===== src/hw/rtl/ihx_pkg.sv =====
package ihx_pkg;

   localparam int MEM_ADDR_BITS_DEFAULT = 16;

   localparam logic [7:0] CHAR_COLON   = 8'h3A;
   localparam logic [7:0] CHAR_NEWLINE = 8'h0A;
   localparam logic [7:0] CHAR_ZERO    = 8'h30;
   localparam logic [7:0] CHAR_NINE_UP = 8'h3A;
   localparam logic [7:0] HEX_ALPHA_GAP = 8'd7;

   localparam logic [2:0] BYTE_DIGITS = 3'd2;
   localparam logic [2:0] WORD_DIGITS = 3'd4;

   localparam logic [7:0] RECORD_DATA    = 8'h00;
   localparam logic [7:0] RECORD_SEGMENT = 8'h02;

   localparam logic KIND_WRITE  = 1'b0;
   localparam logic KIND_FINISH = 1'b1;

   localparam int RSP_DEPTH    = 4;
   localparam int RSP_PTR_BITS = $clog2(RSP_DEPTH);
   localparam int RSP_CNT_BITS = $clog2(RSP_DEPTH + 1);

   typedef enum logic [3:0] {
      PH_LINE_START = 4'd0,
      PH_COUNT      = 4'd1,
      PH_ADDR       = 4'd2,
      PH_TYPE       = 4'd3,
      PH_DATA       = 4'd4,
      PH_SEG        = 4'd5,
      PH_SKIP       = 4'd6,
      PH_DONE       = 4'd7
   } phase_type;

   typedef struct packed {
      logic [7:0] char_in;
      logic       last_char;
   } req_type;

   typedef struct packed {
      logic        kind;
      logic [15:0] write_address;
      logic [7:0]  write_byte;
      logic [15:0] entry_address;
      logic        run_end;
   } rsp_type;

   typedef struct packed {
      logic [1:0] count;
      rsp_type    first;
      rsp_type    second;
   } emit_type;

endpackage


===== src/hw/rtl/ihx_parser.sv =====
module ihx_parser
   import ihx_pkg::*;
#(
   parameter int MEM_ADDR_BITS = MEM_ADDR_BITS_DEFAULT
) (
   input  logic     clock,
   input  logic     reset,
   input  logic     fire,
   input  req_type  req,
   output emit_type emit
);

   phase_type   phase_ff, phase_in;
   logic [2:0]  digit_count_ff, digit_count_in;
   logic [15:0] field_value_ff, field_value_in;
   logic [7:0]  bytes_left_ff, bytes_left_in;
   logic [16:0] record_address_ff, record_address_in;
   logic [19:0] segment_offset_ff, segment_offset_in;
   logic [15:0] entry_point_ff, entry_point_in;

   logic        alpha_range;
   logic [9:0]  digit_value;
   logic        digit_ok;
   logic [15:0] field_tk;
   logic [2:0]  digit_tk;
   logic [20:0] addr_sum;
   logic        addr_ok;
   logic        is_newline;
   logic [7:0]  bytes_dec;
   phase_type   phase_body;

   logic        write_emit;
   logic        stop_emit;
   logic        last_emit;

   // hex digit decode, file convention
   assign alpha_range = req.char_in > CHAR_NINE_UP;
   assign digit_value = {2'b00, req.char_in} - {2'b00, CHAR_ZERO}
                      - (alpha_range ? {2'b00, HEX_ALPHA_GAP} : 10'd0);
   assign digit_ok    = (digit_value[9:4] == 6'd0);
   assign field_tk    = digit_ok ? {field_value_ff[11:0], digit_value[3:0]} : field_value_ff;
   assign digit_tk    = digit_count_ff + 3'd1;

   assign addr_sum   = {1'b0, segment_offset_ff} + {4'b0000, record_address_ff};
   assign addr_ok    = ((addr_sum >> MEM_ADDR_BITS) == 21'd0);
   assign is_newline = (req.char_in == CHAR_NEWLINE);
   assign bytes_dec  = bytes_left_ff - 8'd1;

   // next state
   always_comb begin
      phase_body        = phase_ff;
      digit_count_in    = digit_count_ff;
      field_value_in    = field_value_ff;
      bytes_left_in     = bytes_left_ff;
      record_address_in = record_address_ff;
      segment_offset_in = segment_offset_ff;
      entry_point_in    = entry_point_ff;
      if (is_newline) begin
         phase_body = PH_LINE_START;
      end else begin
         case (phase_ff)
            PH_LINE_START: begin
               if (req.char_in == CHAR_COLON) begin
                  phase_body     = PH_COUNT;
                  digit_count_in = 3'd0;
                  field_value_in = 16'd0;
               end else begin
                  phase_body = PH_SKIP;
               end
            end
            PH_COUNT: begin
               digit_count_in = digit_tk;
               field_value_in = field_tk;
               if (digit_tk == BYTE_DIGITS) begin
                  bytes_left_in  = field_tk[7:0];
                  phase_body     = PH_ADDR;
                  digit_count_in = 3'd0;
                  field_value_in = 16'd0;
               end
            end
            PH_ADDR: begin
               digit_count_in = digit_tk;
               field_value_in = field_tk;
               if (digit_tk == WORD_DIGITS) begin
                  record_address_in = {1'b0, field_tk};
                  phase_body        = PH_TYPE;
                  digit_count_in    = 3'd0;
                  field_value_in    = 16'd0;
               end
            end
            PH_TYPE: begin
               digit_count_in = digit_tk;
               field_value_in = field_tk;
               if (digit_tk == BYTE_DIGITS) begin
                  entry_point_in = record_address_ff[15:0];
                  if (field_tk[7:0] == RECORD_DATA) begin
                     if (bytes_left_ff != 8'd0) begin
                        phase_body     = PH_DATA;
                        digit_count_in = 3'd0;
                        field_value_in = 16'd0;
                     end else begin
                        phase_body = PH_SKIP;
                     end
                  end else if (field_tk[7:0] == RECORD_SEGMENT) begin
                     phase_body     = PH_SEG;
                     digit_count_in = 3'd0;
                     field_value_in = 16'd0;
                  end else begin
                     phase_body = PH_DONE;
                  end
               end
            end
            PH_DATA: begin
               digit_count_in = digit_tk;
               field_value_in = field_tk;
               if (digit_tk == BYTE_DIGITS) begin
                  if (addr_ok) begin
                     record_address_in = record_address_ff + 17'd1;
                  end
                  bytes_left_in = bytes_dec;
                  if (bytes_dec == 8'd0) begin
                     phase_body = PH_SKIP;
                  end else begin
                     phase_body     = PH_DATA;
                     digit_count_in = 3'd0;
                     field_value_in = 16'd0;
                  end
               end
            end
            PH_SEG: begin
               digit_count_in = digit_tk;
               field_value_in = field_tk;
               if (digit_tk == WORD_DIGITS) begin
                  segment_offset_in = {field_tk, 4'h0};
                  phase_body        = PH_SKIP;
               end
            end
            default: begin
               phase_body = PH_SKIP;
            end
         endcase
      end
      phase_in = (req.last_char) ? PH_DONE : phase_body;
   end

   // results
   always_comb begin
      write_emit = !is_newline && (phase_ff == PH_DATA) && (digit_tk == BYTE_DIGITS)
                 && addr_ok;
      stop_emit  = !is_newline && (phase_ff == PH_TYPE) && (digit_tk == BYTE_DIGITS)
                 && (field_tk[7:0] != RECORD_DATA) && (field_tk[7:0] != RECORD_SEGMENT);
      last_emit  = req.last_char && (phase_body != PH_DONE);

      emit.first.kind          = stop_emit ? KIND_FINISH : KIND_WRITE;
      emit.first.write_address = write_emit ? addr_sum[15:0] : 16'd0;
      emit.first.write_byte    = write_emit ? field_tk[7:0] : 8'd0;
      emit.first.entry_address = entry_point_in;
      emit.first.run_end       = !last_emit;

      emit.second.kind          = KIND_FINISH;
      emit.second.write_address = 16'd0;
      emit.second.write_byte    = 8'd0;
      emit.second.entry_address = entry_point_in;
      emit.second.run_end       = 1'b1;

      if (phase_ff == PH_DONE) begin
         emit.count = 2'd0;
      end else if (write_emit || stop_emit) begin
         emit.count = last_emit ? 2'd2 : 2'd1;
      end else if (last_emit) begin
         emit.count  = 2'd1;
         emit.first  = emit.second;
      end else begin
         emit.count = 2'd0;
      end
   end

   always_ff @(posedge clock) begin
      if (reset) begin
         phase_ff          <= PH_LINE_START;
         digit_count_ff    <= 3'd0;
         field_value_ff    <= 16'd0;
         bytes_left_ff     <= 8'd0;
         record_address_ff <= 17'd0;
         segment_offset_ff <= 20'd0;
         entry_point_ff    <= 16'd0;
      end else if (fire && (phase_ff != PH_DONE)) begin
         phase_ff          <= phase_in;
         digit_count_ff    <= digit_count_in;
         field_value_ff    <= field_value_in;
         bytes_left_ff     <= bytes_left_in;
         record_address_ff <= record_address_in;
         segment_offset_ff <= segment_offset_in;
         entry_point_ff    <= entry_point_in;
      end
   end

endmodule


===== src/hw/rtl/ihx_rsp_fifo.sv =====
module ihx_rsp_fifo
   import ihx_pkg::*;
(
   input  logic     clock,
   input  logic     reset,
   input  logic     push,
   input  emit_type emit,
   output logic     room,
   output logic     rsp_valid,
   input  logic     rsp_stall,
   output rsp_type  rsp_data
);

   rsp_type                 entry_ff [RSP_DEPTH];
   logic [RSP_PTR_BITS-1:0] wr_ptr_ff, wr_ptr_in;
   logic [RSP_PTR_BITS-1:0] rd_ptr_ff, rd_ptr_in;
   logic [RSP_CNT_BITS-1:0] count_ff, count_in;
   logic [1:0]              push_cnt;
   logic                    pop;
   logic [RSP_PTR_BITS-1:0] wr_ptr_next;

   assign push_cnt    = push ? emit.count : 2'd0;
   assign pop         = rsp_valid && !rsp_stall;
   assign wr_ptr_next = wr_ptr_ff + RSP_PTR_BITS'(1);

   // two free slots needed for a worst case request
   assign room      = (count_ff <= RSP_CNT_BITS'(RSP_DEPTH - 2));
   assign rsp_valid = (count_ff != '0);
   assign rsp_data  = entry_ff[rd_ptr_ff];

   always_comb begin
      wr_ptr_in = wr_ptr_ff + RSP_PTR_BITS'(push_cnt);
      rd_ptr_in = pop ? rd_ptr_ff + RSP_PTR_BITS'(1) : rd_ptr_ff;
      count_in  = count_ff + RSP_CNT_BITS'(push_cnt) - RSP_CNT_BITS'(pop);
   end

   always_ff @(posedge clock) begin
      if (push_cnt != 2'd0) begin
         entry_ff[wr_ptr_ff] <= emit.first;
      end
      if (push_cnt == 2'd2) begin
         entry_ff[wr_ptr_next] <= emit.second;
      end
   end

   always_ff @(posedge clock) begin
      if (reset) begin
         wr_ptr_ff <= '0;
         rd_ptr_ff <= '0;
         count_ff  <= '0;
      end else begin
         wr_ptr_ff <= wr_ptr_in;
         rd_ptr_ff <= rd_ptr_in;
         count_ff  <= count_in;
      end
   end

endmodule


===== src/hw/rtl/intel_hex_record_loader.sv =====
// Intel HEX record loader.
// req channel: one file character per request (char_in, last_char), taken at
// a clock edge with req_valid high and req_stall low.
// rsp channel: memory byte writes (kind 0) and one finish result (kind 1),
// taken at an edge with rsp_valid high and rsp_stall low; run_end marks the
// last result of a request, which makes zero, one or two results.
// A request is registered on acceptance, parsed from that register once the
// four-entry output queue has room, and its results land in that queue.
// Throughput is one character per cycle while the output queue has room; a
// request that makes two results drains through the single-result port.
// req_stall rises only while a request is held in the input register and
// the output queue has fewer than two free entries, so a stalled receiver
// backs up into the request side once the queue fills.
// Reset clears the parser to line start with zero offsets and entry point
// and empties the queue. After a finish result every further character is
// taken and dropped until the next reset.
module intel_hex_record_loader
   import ihx_pkg::*;
#(
   parameter int MEM_ADDR_BITS = MEM_ADDR_BITS_DEFAULT
) (
   input  logic    clock,
   input  logic    reset,
   input  logic    req_valid,
   output logic    req_stall,
   input  req_type req_data,
   output logic    rsp_valid,
   input  logic    rsp_stall,
   output rsp_type rsp_data
);

   logic     in_vld_ff, in_vld_in;
   req_type  in_data_ff;
   logic     room;
   logic     fire;
   emit_type emit;

   assign fire      = in_vld_ff && room;
   assign req_stall = in_vld_ff && !room;
   assign in_vld_in = (req_valid && !req_stall) ? 1'b1 : (fire ? 1'b0 : in_vld_ff);

   always_ff @(posedge clock) begin
      if (reset) begin
         in_vld_ff <= 1'b0;
      end else begin
         in_vld_ff <= in_vld_in;
      end
   end

   always_ff @(posedge clock) begin
      if (req_valid && !req_stall) begin
         in_data_ff <= req_data;
      end
   end

   ihx_parser #(
      .MEM_ADDR_BITS(MEM_ADDR_BITS)
   ) u_parser (
      .clock(clock),
      .reset(reset),
      .fire (fire),
      .req  (in_data_ff),
      .emit (emit)
   );

   ihx_rsp_fifo u_rsp_fifo (
      .clock    (clock),
      .reset    (reset),
      .push     (fire),
      .emit     (emit),
      .room     (room),
      .rsp_valid(rsp_valid),
      .rsp_stall(rsp_stall),
      .rsp_data (rsp_data)
   );

endmodule

===== config.mk =====
export PLATFORM = sky130hd
export DESIGN_NAME = intel_hex_record_loader
export DESIGN_NICKNAME = d
export VERILOG_FILES = /design/src/hw/rtl/ihx_pkg.sv /design/src/hw/rtl/ihx_parser.sv /design/src/hw/rtl/ihx_rsp_fifo.sv /design/src/hw/rtl/intel_hex_record_loader.sv
export SDC_FILE = /design/constraint.sdc
export NUM_CORES = 1
export LEC_CHECK = 0
export CORE_MARGIN = 4
export CORE_UTILIZATION = 50
export DETAILED_ROUTE_END_ITERATION = 8
export DONT_BUFFER_PORTS = 1
export PLACE_DENSITY = 0.7
export SKIP_LAST_GASP = 1
export SLEW_MARGIN = 20
export SYNTH_ARGS = -nofsm -noshare
export SYNTH_HDL_FRONTEND = slang
export SYNTH_HIERARCHICAL = 1
export SYNTH_SLANG_ARGS = --single-unit

===== constraint.sdc =====
create_clock -name clock -period 8.64 [get_ports clock]
set_clock_uncertainty 0.15 [all_clocks]
set_input_delay 1.728 -clock clock [delete_from_list [all_inputs] [get_ports clock]]
set_output_delay 1.728 -clock clock [all_outputs]
set_load 0.01 [all_outputs]

Yosys cells after proc, flatten, opt, wreduce, memory -nomap -nowiden
Memory sizes are Yosys's and may differ from the RTL's. A register that Yosys moved wholly into a read port is not among the register bits.
Cells that the tools add are included.
- bitwise logic cells: 1
- muxes and demuxes: 64
- $add $sub $neg: 11
- equality and inequality tests: 20
- magnitude comparators: 2
- reduce and logical (&&, ||, !) cells: 36
- operators with widths (operator ; count):
    $mux 16 ; 14
    $mux 42 ; 3
    $pmux 16 s6 ; 1
    $mux 17 ; 3
    $pmux 17 s2 ; 1
    $mux 3 ; 11
    $mux 4 ; 8
    $mux 8 ; 3
    $pmux 4 s6 ; 1
    $add 20x17->21 ; 1
    $logic_not 21->1 ; 1
    $mux 2 ; 9
    $pmux 3 s6 ; 1
    $add 17x1->17 const B ; 1
    $logic_not 8->1 ; 2
    $pmux 8 s2 ; 1
    $reduce_bool 8->1 ; 2
    $logic_and 1x1->1 ; 13
    $eq 4x3->1 const B ; 3
    $ne 2x1->1 const B ; 5
    $sub 10x10->10 ; 1
    $sub 8x6->9 const B ; 1
    $eq 4x2->1 const B ; 2
    $eq 8x2->1 const B ; 1
    28 further kinds ; 45
- bits of input ports: 13
- memories kept: 1
- register bits: 97
- output and inout port bits: 44
- word-level logic and storage cells: 148
- memory bits (writable): 168
- memories (memory ; words ; bits a word ; read ports ; clocked after Yosys merged registers in ; wr ports ; line ; RTL):
    u_rsp_fifo.entry_ff ; 4 ; 42 ; 1 ; 1 ; 2 ; ihx_rsp_fifo.sv:14 ; rsp_type entry_ff [RSP_DEPTH];

Longest topological paths before layout
- depth in word-level cells: 20
- mapped depth: 27
- depth with buffers taken out: 25

By module
Netlist, hierarchy kept.
- by module, submodules not included (module ; area each (um^2) ; instances ; cells each ; sequential area each (um^2)):
    ihx_rsp_fifo ; 8697.1 ; 1 ; 467 ; 5225.0
    ihx_parser ; 6098.3 ; 1 ; 765 ; 1601.5
    intel_hex_record_loader ; 326.6 ; 1 ; 14 ; 290.3

Worst setup path before layout
Ideal clock, no wire load.
- path kind: register to register
- start point: register in_data_ff[5] (netlist name)
- end point: memory u_rsp_fifo/entry_ff[1][0] (netlist name) (enable)
- path buffers: 2
- data required time: 8.049 ns
- library setup time: 0.441 ns
- stages on the path, launching flop included: 22
- slack: 2.079 ns
- period minus slack after synthesis: 6.561 ns
- arrival: 5.970 ns
- cells stage by stage: edfxtp_1 > ha_1 > nand2_1 > o21a_1 > inv_1 > ha_1 > inv_1 > fa_1 > a211o_1 > or3_1 > o31ai_4 > and2_0 > clkbuf_1 > buf_2 > mux2i_1 > o21ai_1 > o21a_1 > ha_1 > and2_1 > mux2_2 > nand2_1 > nor2_1
- RTL lines (what ; line ; RTL):
    start: declaration ; intel_hex_record_loader.sv:33 ; req_type in_data_ff;
    start signal: assignment ; intel_hex_record_loader.sv:52 ; in_data_ff <= req_data;
    end: declaration ; ihx_rsp_fifo.sv:14 ;

==> impl_metrics.py <==
metrics = {
    "outcome": {
        "status": "finished, final reports clean",
    },
    "power": {
        "powerDensity_mw_per_mm2": 205,
        "power.leakage_nw": 5.87,
        "ir_worst_vdd_uv": 162,
        "total_power_mw": 3.34,
    },
    "logic_synthesis": {
        "netlist-cell-type-count": 85,
        "syn_avg_cell_area_um2": 12.1,
        "synth_edf_count": 177,
        "yosysSeqAreaShare": 0.471,
        "netlist_instances": 1246,
        "ys_ff_latch": 267,
        "ys.flop_type": "edfxtp_1",
        "synth_async_sr_flop_share": 0,
        "synth_warnings": 6,
        "synth_area_mm2": 0.0151,
        "synth.area.top_cells": "edfxtp_1 35%, dfxtp_1 12%, mux2_2 11%",
        "synth_top_area_cell": "edfxtp_1",
        "synthDominantCellAreaShare": 0.351,
    },
    "sta": {
        "tightest_slew_ns": 1.03,
        "fmax_mhz": 146,
        "fin_crit_ns": 6.86,
        "rsz0062_at_grt": "no",
        "min_period_over_period": 0.793,
        "setup_slack_ns": 1.78,
        "finalSetupTns_ns": 0,
        "drv_slew": 0,
        "finalSetupViolCount": 0,
        "hold_viol": 0,
        "relSlewSlack": 0.312,
    },
    "finish": {
        "layout.cells.non_filler": 1617,
        "syn_to_final_growth_pct": 7.79,
        "post-route-util": 0.548,
        "drive_gt1_frac": 0.272,
        "diodes": 0,
        "fin_nets": 1252,
        "final_cell_mix": "177 x edfxtp_1, 153 x mux2_2, 88 x dfxtp_1, 75 x nor2_1, 66 x nand2_1",
        "final_common_cell": "edfxtp_1",
    },
    "clocking": {
        "cts_tree": "yes",
        "postCtsResizedCells": 0,
        "post_cts_buffers": 0,
        "cts-buffers-inserted": 29,
        "ctsHtreeMaxLevel": 1,
        "cts_buffer_depth": 3,
        "clk_latency_ns": 0.57,
        "cts.sinks": 267,
        "cts_hold_buffers": 0,
        "clk_pin_slew_worst_paths_ns": 0.06,
        "cts-root-buf": "clkbuf_16",
    },
    "placed_design": {
        "dp_hpwl_mm": 22.7,
        "placedCellCount": 1563,
        "portBuffers": 0,
        "place_ws_ns": 1.82,
        "place.gp.congestion": 0.920,
    },
    "critical_path": {
        "path_class": "register to register",
        "worst_setup_path_end_kind": "register",
        "setup.worst_path.start": "in_data_ff[5]",
        "cp_max_fo": 21,
        "start_kind": "register",
        "required_ns": 8.80,
        "reg2reg_slack_ns": 1.78,
        "worstSetupEndpoint": "u_rsp_fifo/entry_ff[1][8]",
        "critPathArrivalTime_ns": 7.02,
        "r2r_cells": 20,
        "r2r-end": "u_rsp_fifo/entry_ff[1][8]",
        "reg2reg_from": "in_data_ff[5]",
    },
    "floorplan": {
        "dieArea_mm2": 0.0331,
        "row_count": 63,
        "start_util": 0.509,
        "io_pins": 57,
        "die_w_um": 182,
        "die_h_um": 182,
        "core_mm2": 0.0297,
    },
    "grt": {
        "first_global_vias": 9882,
        "grt_max_degree": 71,
        "grt_pass1_wl_mm": 55.6,
        "antenna_found_initial": 0,
        "grt_use_total": 0.207,
        "overflow": 0,
    },
    "routing": {
        "drt_iter0_markers": 1041,
        "ant_nets": 0,
        "vias": 9957,
        "drt_wl_total_mm": 35.1,
        "drtPass1Iterations": 5,
        "drc": 0,
        "via_per_inst": 6.16,
        "wl_per_cell_um": 21.7,
    },
    "hold_path": {
        "worstHoldPathType": "register to register",
    },
    "flow_run": {
        "drv_cap": 0,
    },
}
how the worst min path moves through the flow:
stage                                           start                     endpoint  cells after the start
after detailed placement  u_parser/field_value_ff[13]  u_parser/field_value_ff[13]                      1
after global routing      u_parser/entry_point_ff[10]  u_parser/entry_point_ff[10]                      2
after global placement    u_parser/field_value_ff[13]  u_parser/field_value_ff[13]                      1
after CTS                  u_parser/entry_point_ff[0]   u_parser/entry_point_ff[0]                      2
final                      u_parser/entry_point_ff[0]   u_parser/entry_point_ff[0]                      2
after floorplan           u_parser/field_value_ff[12]  u_parser/field_value_ff[12]                      1
Yosys cell counts, types with 6 or more instances:
cell type / instances
buf_4: 42
nand2_1: 66
nor2_1: 79
a22o_1: 11
buf_6: 6
xnor2_1: 6
o32ai_1: 13
o22ai_1: 6
o21ai_0: 41
o211ai_1: 9
mux2_4: 40
nor3_1: 22
o21a_1: 11
inv_1: 32
a21oi_1: 51
mux2_2: 153
a31oi_1: 7
a211oi_1: 15
ha_1: 32
nand2b_1: 7
dfxtp_1: 90
buf_2: 24
clkbuf_1: 43
nand3_1: 28
mux4_2: 42
nor4_1: 14
or3_1: 10
mux2i_1: 19
nor3b_1: 9
and3_1: 11
xor2_1: 6
and2_1: 9
edfxtp_1: 177
nor2b_1: 11
o31ai_1: 7
per-stage QoR:
stage          cell area (um^2)  hold slack [ns]
5_1_grt                   16300            0.343
4_1_cts                   16300            0.318
6_report                  16300            0.323
3_3_place_gp              15200            0.302
3_5_place_dp              15200            0.306
2_1_floorplan             15200            0.287
cell families (layout without fill, tap and decap cells):
kind of cell | Yosys count | in the layout | share of synthesized area
AOI/OAI and AO/OA | 228 | 228 | 0.108
xor gates and xnor gates | 12 | 12 | 0.00695
adders and majority gates | 36 | 36 | 0.0311
buffers and inverters | 149 | 106 | 0.0524
DFF | 267 | 267 | 0.471
muxes | 255 | 255 | 0.230
other | 2 | 26 | 0.000497
and+or+nand+nor | 297 | 297 | 0.100
metal layers:
| layer | track usage | part of all wire |
|---|---|---|
| met1 | 0.271 | 0.42 |
| met2 | 0.358 | 0.50 |
| met3 | 0.0313 | 0.053 |
| met4 | 0.0624 | 0.029 |
| met5 | 0 | 0 |
flip-flops by register name, indices dropped and copies added, names as in the netlist, named ones only:
| signal | cells |
|---|---|
| u_rsp_fifo/entry_ff | 168 |
| u_parser/record_address_ff | 17 |
| u_parser/entry_point_ff | 16 |
| u_parser/field_value_ff | 16 |
| u_parser/segment_offset_ff | 16 |
| in_data_ff | 9 |
| u_parser/bytes_left_ff | 8 |
| u_parser/phase_ff | 4 |
| u_parser/digit_count_ff | 3 |
| u_rsp_fifo/count_ff | 3 |
| u_rsp_fifo/rd_ptr_ff | 2 |
| u_rsp_fifo/wr_ptr_ff | 2 |
| in_vld_ff | 1 |
where the power goes:
part / internal [mW] / total, mW / switching, mW / leakage, nW
Combinational: 0.200 / 0.509 / 0.309 / 2.92
Sequential: 1.41 / 1.44 / 0.0322 / 2.43
Clock: 0.869 / 1.40 / 0.529 / 0.531
Total: 2.47 / 3.34 / 0.870 / 5.87
critical path: stages (launching register included):
cell	delay, ns
edfxtp_1	0.46
ha_1	0.30
nand2_1	0.08
o21a_1	0.25
inv_1	0.07
ha_1	0.15
inv_1	0.06
fa_1	0.42
a211oi_1	0.33
nand4b_1	0.16
a31oi_2	0.36
and2_0	0.68
mux2i_1	0.40
o21ai_1	0.16
o21a_1	0.19
ha_1	0.27
and2_1	0.18
nand3b_1	0.36
or3_2	0.87
buf_4	0.37
mux2_4	0.32
cell type report:
type,count,area (um^2)
clock inverters,19,288
repair buffers,19,143
well taps,390,488
multi-input cells,854,7340
flip-flops and latches,267,7120
fillers,2348,13400
clock buffers,35,800
inverters,33,124
Power figures use the tool's default switching activity.
